### src/sv/sync_length_checksum_deframer_defines.svh
// Assertion macros for the sync, length and checksum deframer.
// Uses clk and arst_n from the module that includes this header.
// No other dependencies.
`ifndef SYNC_LENGTH_CHECKSUM_DEFRAMER_DEFINES_SVH
`define SYNC_LENGTH_CHECKSUM_DEFRAMER_DEFINES_SVH

// Implication checked on every rising edge outside reset.
`define SLD_ASSERT_IMP(label, ante, cons, msg) \
	label: assert property (@(posedge clk) disable iff (!arst_n) (ante) |-> (cons)) \
		else $error(msg);

// Implication whose consequent is checked in the cycle after the antecedent.
`define SLD_ASSERT_NEXT(label, ante, cons, msg) \
	label: assert property (@(posedge clk) disable iff (!arst_n) (ante) |=> (cons)) \
		else $error(msg);

`endif

### src/sv/sld_pkg.sv
// Shared types and constants for the sync, length and checksum deframer.
// No dependencies; used by the channel interfaces and the top level.
package sld_pkg;

	localparam int ByteW = 8;
	localparam int RunW  = 4;

	typedef logic [ByteW-1:0] byte_t;
	typedef logic [RunW-1:0]  run_t;

	// Register indexes of the configuration port.
	typedef enum logic [1:0] {
		CFG_SYNC_VALUE  = 2'd0,
		CFG_SYNC_NEEDED = 2'd1,
		CFG_MIN_LENGTH  = 2'd2,
		CFG_MAX_LENGTH  = 2'd3
	} cfg_idx_t;

	localparam byte_t RST_SYNC_VALUE  = 8'hAA;
	localparam run_t  RST_SYNC_NEEDED = 4'd4;
	localparam byte_t RST_MIN_LENGTH  = 8'd3;
	localparam byte_t RST_MAX_LENGTH  = 8'd10;
	localparam run_t  RUN_MAX         = 4'd15;

	localparam logic STATUS_GOOD = 1'b0;
	localparam logic STATUS_BAD  = 1'b1;

endpackage

### src/sv/sld_ifs.sv
// Valid/ready channel interfaces for the deframer: received bytes,
// results and configuration writes. Depends on sld_pkg.

interface sld_byte_if;
	logic           valid;
	logic           ready;
	sld_pkg::byte_t rx_byte;

	modport source (output valid, output rx_byte, input ready);
	modport sink (input valid, input rx_byte, output ready);
endinterface

interface sld_res_if;
	logic           valid;
	logic           ready;
	logic           packet_status;
	sld_pkg::byte_t message_id;
	sld_pkg::byte_t packet_length;

	modport source (output valid, output packet_status, output message_id,
		output packet_length, input ready);
	modport sink (input valid, input packet_status, input message_id,
		input packet_length, output ready);
endinterface

interface sld_cfg_if;
	logic              valid;
	logic              ready;
	sld_pkg::cfg_idx_t index;
	sld_pkg::byte_t    data;

	modport source (output valid, output index, output data, input ready);
	modport sink (input valid, input index, input data, output ready);
endinterface

### src/sv/sync_length_checksum_deframer.sv
// Sync, length and additive-checksum packet deframer, top level.
// Depends on sld_pkg, the interfaces in sld_ifs.sv and the assertion header.
//
//   channel  direction  payload                                    word
//   rx       in         rx_byte                                    one received byte
//   res      out        packet_status, message_id, packet_length   one finished packet
//   cfg      in         index, data                                one register write
//
// The framing state is updated at the edge that accepts a byte, and a
// finished packet is loaded into the result register there.
// A byte is taken every cycle while the result register is empty or being read.
// Reset clears the framing state and the result valid flag and loads the configuration
// registers with their reset values; the held message id, declared length and result fields have no reset.
// cfg is always ready and writes in the cycle it is offered.
`include "sync_length_checksum_deframer_defines.svh"

module sync_length_checksum_deframer (
	input  logic  clk,
	input  logic  arst_n,
	sld_byte_if.sink  rx,
	sld_res_if.source res,
	sld_cfg_if.sink   cfg
);
	import sld_pkg::*;

	byte_t sync_value_q;
	run_t  sync_needed_q;
	byte_t min_length_q;
	byte_t max_length_q;

	logic  in_sync_q;
	run_t  sync_run_q;
	byte_t byte_count_q;
	byte_t running_sum_q;
	byte_t held_id_q;
	byte_t declared_length_q;

	logic  out_valid_q;
	logic  out_status_q;
	byte_t out_id_q;
	byte_t out_len_q;

	logic  acc;
	logic  is_sync;
	run_t  run_inc;
	run_t  run_next;
	logic  restart;
	logic  active;
	logic  overflow;
	logic  store;
	byte_t count_inc;
	byte_t sum_next;
	byte_t id_now;
	byte_t len_now;
	logic  emit;
	logic  bad;

	assign rx.ready  = !out_valid_q || res.ready;
	assign acc       = rx.valid && rx.ready;
	assign cfg.ready = 1'b1;

	always_comb begin
		is_sync   = (rx.rx_byte == sync_value_q);
		run_inc   = (sync_run_q != RUN_MAX) ? sync_run_q + run_t'(1) : sync_run_q;
		run_next  = is_sync ? run_inc : '0;
		restart   = is_sync && (run_inc >= sync_needed_q);
		active    = !restart && in_sync_q;
		overflow  = active && (byte_count_q == max_length_q);
		store     = active && !overflow;
		count_inc = byte_count_q + byte_t'(1);
		sum_next  = running_sum_q + rx.rx_byte;
		id_now    = (byte_count_q == '0) ? rx.rx_byte : held_id_q;
		len_now   = (byte_count_q == byte_t'(1)) ? rx.rx_byte : declared_length_q;
		emit      = store && (count_inc >= min_length_q) && (count_inc == len_now);
		bad       = (sum_next != '0);
	end

	always_ff @(posedge clk or negedge arst_n) begin
		if (!arst_n) begin
			sync_value_q  <= RST_SYNC_VALUE;
			sync_needed_q <= RST_SYNC_NEEDED;
			min_length_q  <= RST_MIN_LENGTH;
			max_length_q  <= RST_MAX_LENGTH;
		end else if (cfg.valid) begin
			unique case (cfg.index)
				CFG_SYNC_VALUE:  sync_value_q  <= cfg.data;
				CFG_SYNC_NEEDED: sync_needed_q <= cfg.data[RunW-1:0];
				CFG_MIN_LENGTH:  min_length_q  <= cfg.data;
				CFG_MAX_LENGTH:  max_length_q  <= cfg.data;
				default: ;
			endcase
		end
	end

	always_ff @(posedge clk or negedge arst_n) begin
		if (!arst_n) begin
			in_sync_q     <= 1'b0;
			sync_run_q    <= '0;
			byte_count_q  <= '0;
			running_sum_q <= '0;
		end else if (acc) begin
			sync_run_q <= run_next;
			if (restart) begin
				in_sync_q     <= 1'b1;
				byte_count_q  <= '0;
				running_sum_q <= '0;
			end else if (overflow) begin
				in_sync_q     <= 1'b0;
				byte_count_q  <= '0;
				running_sum_q <= '0;
			end else if (store) begin
				if (emit) begin
					// A checksum error drops sync; the count restarts either way.
					in_sync_q     <= !bad;
					byte_count_q  <= '0;
					running_sum_q <= '0;
				end else begin
					byte_count_q  <= count_inc;
					running_sum_q <= sum_next;
				end
			end
		end
	end

	always_ff @(posedge clk) begin
		if (acc && store) begin
			held_id_q         <= id_now;
			declared_length_q <= len_now;
		end
	end

	always_ff @(posedge clk or negedge arst_n) begin
		if (!arst_n) begin
			out_valid_q <= 1'b0;
		end else if (acc && emit) begin
			out_valid_q <= 1'b1;
		end else if (res.ready) begin
			out_valid_q <= 1'b0;
		end
	end

	always_ff @(posedge clk) begin
		if (acc && emit) begin
			out_status_q <= bad ? STATUS_BAD : STATUS_GOOD;
			out_id_q     <= id_now;
			out_len_q    <= count_inc;
		end
	end

	assign res.valid         = out_valid_q;
	assign res.packet_status = out_status_q;
	assign res.message_id    = out_id_q;
	assign res.packet_length = out_len_q;

	`SLD_ASSERT_IMP(a_count_idle, !in_sync_q, byte_count_q == '0, "count held while out of sync")
	`SLD_ASSERT_IMP(a_emit_in_sync, emit, in_sync_q, "packet finished while out of sync")
	`SLD_ASSERT_NEXT(a_bad_drops_sync, acc && emit && bad, !in_sync_q && out_valid_q, "checksum error kept sync")

endmodule

### src/flat_wrapper.sv
// flat-port wrapper written by rule: the top's interface ports become plain ports
module sync_length_checksum_deframer_flat import sld_pkg::*;
  (clk, arst_n, rx_valid, rx_rx_byte, rx_ready, res_valid, res_packet_status, res_message_id, res_packet_length, res_ready, cfg_valid, cfg_index, cfg_data, cfg_ready);
  sld_byte_if rx_i ();
  sld_res_if res_i ();
  sld_cfg_if cfg_i ();
  input  logic clk;
  input  logic arst_n;
  input wire logic [$bits(rx_i.valid)-1:0] rx_valid;
  input wire logic [$bits(rx_i.rx_byte)-1:0] rx_rx_byte;
  output wire logic [$bits(rx_i.ready)-1:0] rx_ready;
  output wire logic [$bits(res_i.valid)-1:0] res_valid;
  output wire logic [$bits(res_i.packet_status)-1:0] res_packet_status;
  output wire logic [$bits(res_i.message_id)-1:0] res_message_id;
  output wire logic [$bits(res_i.packet_length)-1:0] res_packet_length;
  input wire logic [$bits(res_i.ready)-1:0] res_ready;
  input wire logic [$bits(cfg_i.valid)-1:0] cfg_valid;
  input wire logic [$bits(cfg_i.index)-1:0] cfg_index;
  input wire logic [$bits(cfg_i.data)-1:0] cfg_data;
  output wire logic [$bits(cfg_i.ready)-1:0] cfg_ready;
  assign rx_i.valid = rx_valid;
  assign rx_i.rx_byte = rx_rx_byte;
  assign rx_ready = rx_i.ready;
  assign res_valid = res_i.valid;
  assign res_packet_status = res_i.packet_status;
  assign res_message_id = res_i.message_id;
  assign res_packet_length = res_i.packet_length;
  assign res_i.ready = res_ready;
  assign cfg_i.valid = cfg_valid;
  assign cfg_i.index = cfg_index;
  assign cfg_i.data = cfg_data;
  assign cfg_ready = cfg_i.ready;
  sync_length_checksum_deframer u_core (.clk(clk), .arst_n(arst_n), .rx(rx_i), .res(res_i), .cfg(cfg_i));
endmodule
### config.mk
export PLATFORM = sky130hd
export DESIGN_NAME = sync_length_checksum_deframer_flat
export DESIGN_NICKNAME = d
export VERILOG_FILES = /design/src/sv/sld_pkg.sv /design/src/sv/sld_ifs.sv /design/src/sv/sync_length_checksum_deframer.sv /design/src/flat_wrapper.sv
export VERILOG_INCLUDE_DIRS = /design/src /design/src/sv
export SDC_FILE = /design/constraint.sdc
export NUM_CORES = 1
export LEC_CHECK = 0
export BUFFER_PORTS_ARGS = -buffer_cell sky130_fd_sc_hd__buf_4
export CAP_MARGIN = 25
export CORE_MARGIN = 2
export CORE_UTILIZATION = 40
export CTS_CLUSTER_DIAMETER = 60
export DETAILED_ROUTE_END_ITERATION = 12
export PLACE_DENSITY = 0.62
export SETUP_SLACK_MARGIN = 0.15
export SLEW_MARGIN = 10
export SYNTH_ARGS = -nofsm -noshare
export SYNTH_HDL_FRONTEND = slang
export SYNTH_SLANG_ARGS = --single-unit
### constraint.sdc
create_clock -name clk -period 10.6 [get_ports clk]
set_clock_uncertainty 0.15 [all_clocks]
set_input_delay 1.59 -clock clk [delete_from_list [all_inputs] [get_ports clk]]
set_output_delay 1.59 -clock clk [all_outputs]
set_load 0.02 [all_outputs]
After elaboration in Yosys (flattened, before gate mapping)
Cells that the tools add are included.
Word-level totals
  register bits: 83
  bits of input ports: 23
  logic and storage cells: 72
Operators by class
  add/subtract/negate cells: 3
  order comparisons: 2
  equal/unequal tests: 8
  mux-type cells: 19
  reduce and logical (&&, ||, !) cells: 26
Operators with widths (number)
  two-way mux 8 bit: 10
  == test 8 bit: 3
  AND reduction 2 bit: 5
  logical AND 1 bit: 9
  adder 8 x 1 -> 8 bit (second input constant): 1
  adder 8 bit: 1
  == test 8 x 1 -> 1 bit (second input constant): 1
  greater-or-equal comparator 8 bit: 1
  zero test 8 bit: 1
  two-way mux 4 bit: 2
  nonzero test 8 bit: 1
  two-way mux 1 bit: 7
  nonzero test 3 bit: 2
  adder 4 x 1 -> 4 bit (second input constant): 1
  == test 2 bit (second input constant): 2
  greater-or-equal comparator 4 bit: 1
  zero test 1 bit: 4
  != test 4 bit (second input constant): 1
  AND reduction 3 bit: 1
  == test 2 x 1 -> 1 bit (second input constant): 1
  zero test 2 bit: 1
  nonzero test 2 bit: 1
  logical OR 1 bit: 1

Depth between registers and ports, before layout
  word-level depth: 15
  gate-level depth with buffers: 14

Worst setup path before layout
No wires, ideal clock.
  kind: input to register
  start point: in res_ready
  end point: reg u_core.out_id_q[0] (netlist: u_core.res.message_id[0]), enable pin
  setup time: 0.375 ns
  arrival time: 4.176 ns
  required time: 10.075 ns
  path slack: 5.899 ns
  stages: 4
  path buffers: 0
  cell sequence: nand2b_1 -> nand2_1 -> a211oi_1 -> and2_1
On the way
  cells in the longest elaborated chain, start to end: 3
RTL lines
  start, declared: RTL line flat_wrapper.sv:16  | input wire logic [$bits(res_i.ready)-1:0] res_ready;
  logical OR 1 bit: RTL line sync_length_checksum_deframer.sv:58  | assign rx.ready = !out_valid_q || res.ready;
  logical AND 1 bit: RTL line sync_length_checksum_deframer.sv:59  | assign acc = rx.valid && rx.ready;
  logical AND 1 bit: RTL line sync_length_checksum_deframer.sv:143  | if (acc && emit) begin
  end signal, assigned: RTL line sync_length_checksum_deframer.sv:145  | out_id_q <= id_now;
  end, declared: RTL line sync_length_checksum_deframer.sv:40  | byte_t out_id_q;
No other way between the ends.
A chain may end at the register's enable or synchronous reset.

Final worst setup path
  start point: reg u_core.byte_count_q[0]
  end point: reg u_core.out_id_q[0] (netlist: u_core.res.message_id[0]), enable pin
On the way
  cells in the longest elaborated chain, start to end: 7
RTL lines
  start, declared: RTL line sync_length_checksum_deframer.sv:33  | byte_t byte_count_q;
  start signal, assigned: RTL line sync_length_checksum_deframer.sv:118  | byte_count_q <= count_inc;
  parallel branches: the longest is 5 deep, another holds adder 8 x 1 -> 8 bit
  logical AND 1 bit *: RTL line sync_length_checksum_deframer.sv:74  | emit = store && (count_inc >= min_length_q) && (count_inc == len_now);
  logical AND 1 bit *: RTL line sync_length_checksum_deframer.sv:143
Every way passes the cells marked *.

==> metrics.md <==
| Metric | Value |
|---|---|
| Clock insertion delay at the later pin of the skew report | 0.34 ns |
| Least-Margin Pin Slew | 0.782 ns |
| End point of the critical path | u_core.res.message_id[0]$_DFFE_PP_ |
| Fmax | 244 MHz |
| Required time of the critical path | 10.42 ns |
| Total global routing overflow | 0 |
| Largest voltage drop on the vdd net | 0.101 mV |
| DP Wirelength | 7540 um |
| Postcts setup bufs | 0 |
| Post-synth EDFFs | 33 |
| Seq pwr share | 0.384 |
| Post_cts resized | 0 |
| Finished Core Util | 0.472 |
| Worst setup slack for register-to-register paths | 6.51 ns |
| Category of the worst setup path capture point | flop |
| First DRT Iteration DRCs | 155 |
| Startpoint type of the worst setup path | flop |
| Area growth from synthesis to layout | 16.1% |
| Critical path launch point | u_core.byte_count_q[0]$_DFFE_PN0P_ |
| Detailed Routing Iterations Pass 1 | 4 |
| Io pins | 43 |
| Worst R2R Start | u_core.byte_count_q[0]$_DFFE_PN0P_ |
| Combined global-route utilization of all metal layers | 0.173 |
| Fraction of layout instances using a drive strength above 1 | 0.287 |
| Post-Synthesis Cells | 389 |
| Post-synthesis compound-gate area fraction | 0.130 |
| Main combinational cell family by area after synthesis | simple AND/OR/NAND/NOR gates |
| LEAKAGE | 2.30 nW |
| CTS clock-pin slew for the worst setup and hold paths | 0.07 ns |
| Aggregate routed wire length | 10,200 um |
| Clock buffers created by TritonCTS | 9 |
| Switching fraction of total power | 0.355 |
| Final setup vio count | 0 |
| Die H | 111 um |
| Vias post-DR | 3,196 |
| Power Internal | 0.813 mW |
| Total Power Consumption | 1.26 mW |
| Critical path data arrival time | 3.91 ns |
| Hold_ws | 0.347 ns |
| Critical path fanouts, max | 17 |
| Number of hold-slack violations in the final timing report | 0 |
| Number of nets with antenna violations after detailed routing | 0 |
| Multiplexer share of the synthesized area | 0.0930 |
| Number of global-route vias before repair | 3,244 |
| Die outline area | 0.0124 mm^2 |
| Via density per instance | 5.52 |
| Status | completed |
| Hold-fix buffers, CTS | 0 |
| Wirelength per Cell | 17.6 um |
| Slew Limit Fails | 0 |
| Period minus WS final | 4.09 ns |
| Number of nets in the synthesized netlist | 436 |
| # port buffers | 41 |
| TritonCTS clock tree | yes |
| Most common cell after layout, fill and taps aside | sky130_fd_sc_hd__buf_4 |
| Seq cells post-synth | 83 |
| Number of nets in the layout | 478 |
| Maximum number of pins on one net before global-route repair | 51 |
| Area inside the core boundary | 0.0113 mm^2 |
| Relative contribution of the clock network to total power | 0.257 |
| # H-tree levels | 3 |
| Class of the most critical setup path | flop to flop |
| Synthesized area per cell | 11.8 um^2 |
| Net switching power | 0.447 mW |
| Worst rel slew slack | 0.479 |
| Residual DRC count | 0 |
| Worst r2r dst | u_core.res.message_id[0]$_DFFE_PP_ |
| RSZ-0062 raised after global routing | false |
| Maximum capacitance violations | 0 |
| Post-route setup TNS | 0 ns |
| PwrDens | 236 mW/mm^2 |
| Initial standard-cell utilization of the core | 0.406 |
| Largest buffer count on any clock path | 2 |
| Share of power burned in combinational logic | 0.359 |
| Netlist cell types | 57 |
| Depth of the most critical reg-to-reg path | 8 |
| Width of the die | 111 um |
| Total clock sinks | 83 |
| Antenna cells | 0 |
| Parity-gate share of the synthesized area counting xor and xnor cells | 0.0495 |
| Worst min-delay path class | flop to flop |
| Adder-cell share of the synthesized area | 0.0669 |
| Portion of the post-synthesis area used by sequential elements | 0.490 |
| Tcrit/Tclk final | 0.386 |
| Weighted congestion at the end of routability-driven global placement | 0.805 |
| Highest-count cells in the layout ignoring fill and taps | 44 x sky130_fd_sc_hd__buf_4, 41 x sky130_fd_sc_hd__dfrtp_1, 38 x sky130_fd_sc_hd__mux2_2 |
| First-pass GRT wire length | 17,100 um |
| Synth warn | 0 |
| Clock root buffer | sky130_fd_sc_hd__clkbuf_16 |
| Mapped cell area | 0.00460 mm^2 |
| Fraction of registers with async set or reset after synthesis | 0.602 |
| Initial antenna violation count | 0 |
| Synth Area in Simple Gates | 0.136 |
| Floorplan row count | 39 |
| Most used flip-flop cell after synthesis | sky130_fd_sc_hd__dfrtp_1 |
## synth_stat cells, drive strengths merged, types with 8 or more instances
cell	instances	area share
a22o	11	0.021
nor2	12	0.0098
dfrtp	41	0.22
nor3	8	0.0087
nand2	22	0.018
nand3	11	0.012
o21ai	17	0.018
edfxtp	33	0.22
a21oi	13	0.014
inv	21	0.017
nand2b	8	0.011
nand4	10	0.015
dfstp	9	0.051
ha	23	0.063
xor2	18	0.034
o31ai	8	0.029
mux2	38	0.093
nor4	10	0.018
xnor2	8	0.015
## cells by family after synthesis
logic type,count (synthesis)
simple gates,107
flops,83
compound gates,76
mux,38
buf+inv,34
xor+xnor,26
fa+ha+maj,24
other cells,1
## stage by stage
stage | instances | setup WS (ns) | instance area [um^2]
floorplan | 389 | 5.90 | 4600
global placement | 563 | 6.47 | 5040
detailed placement | 563 | 6.36 | 5040
CTS | 579 | 6.45 | 5340
global route | 579 | 6.23 | 5340
finish | 579 | 6.51 | 5340
## power by group through the flow
stage	Clock, mW	Combinational (mW)	Sequential (mW)
2_1_floorplan	0	0.380	0.458
3_3_place_gp	0	0.436	0.487
3_5_place_dp	0	0.445	0.490
4_1_cts	0.330	0.448	0.483
5_1_grt	0.345	0.500	0.493
6_report	0.324	0.452	0.483
## sequential cells by signal, summed over array words and instances (netlist names)
name                      flops
u_core.byte_count_q           8
u_core.res.packet_length      8
u_core.sync_needed_q          4
u_core.sync_run_q             4
u_core.running_sum_q          8
u_core.res.valid              1
u_core.held_id_q              8
u_core.declared_length_q      8
u_core.res.message_id         8
u_core.max_length_q           8
u_core.res.packet_status      1
u_core.min_length_q           8
u_core.in_sync_q              1
u_core.sync_value_q           8
## routing by layer
metal,track usage,share of wire,vias to the layer above,wire length [um]
met3,0.0252,0.036,11,366
li1,-,-,1529,-
met1,0.251,0.49,1574,4970
met5,0,0,-,0
met2,0.270,0.47,82,4790
met4,0.0527,0.0084,0,86
## worst max-delay path: stages, from the launching register on
cell and delay (ns):
sky130_fd_sc_hd__dfrtp_1 0.64, sky130_fd_sc_hd__ha_1 0.44, sky130_fd_sc_hd__inv_1 0.36, sky130_fd_sc_hd__o31ai_4 0.35
sky130_fd_sc_hd__a21oi_1 0.11, sky130_fd_sc_hd__or2_0 0.25, sky130_fd_sc_hd__or4_1 0.50, sky130_fd_sc_hd__nor4_1 0.24
sky130_fd_sc_hd__and2_1 0.68
## worst min-delay path by stage
| stage | from | endpoint | slack (ns) | cells after the start |
|---|---|---|---|---|
| after floorplan | u_core.running_sum_q[4]$_DFFE_PN0P_ | u_core.running_sum_q[4]$_DFFE_PN0P_ | 0.31 | 1 |
| after global placement | u_core.running_sum_q[4]$_DFFE_PN0P_ | u_core.running_sum_q[4]$_DFFE_PN0P_ | 0.34 | 1 |
| after detailed placement | u_core.running_sum_q[4]$_DFFE_PN0P_ | u_core.running_sum_q[4]$_DFFE_PN0P_ | 0.35 | 1 |
| after CTS | u_core.running_sum_q[4]$_DFFE_PN0P_ | u_core.running_sum_q[4]$_DFFE_PN0P_ | 0.35 | 1 |
| after global routing | u_core.running_sum_q[6]$_DFFE_PN0P_ | u_core.running_sum_q[6]$_DFFE_PN0P_ | 0.39 | 1 |
| final | u_core.running_sum_q[4]$_DFFE_PN0P_ | u_core.running_sum_q[4]$_DFFE_PN0P_ | 0.35 | 1 |
## area by class of cell
type	instances	area, um^2
inverter	21	78.8
fill	1065	5980
multi-input combinational	272	2190
timing repair buffer	44	330
tap	143	179
clock buffer	9	225
clock inverter	7	81.3
sequential	83	2250
(Power assumes the default switching activity.)
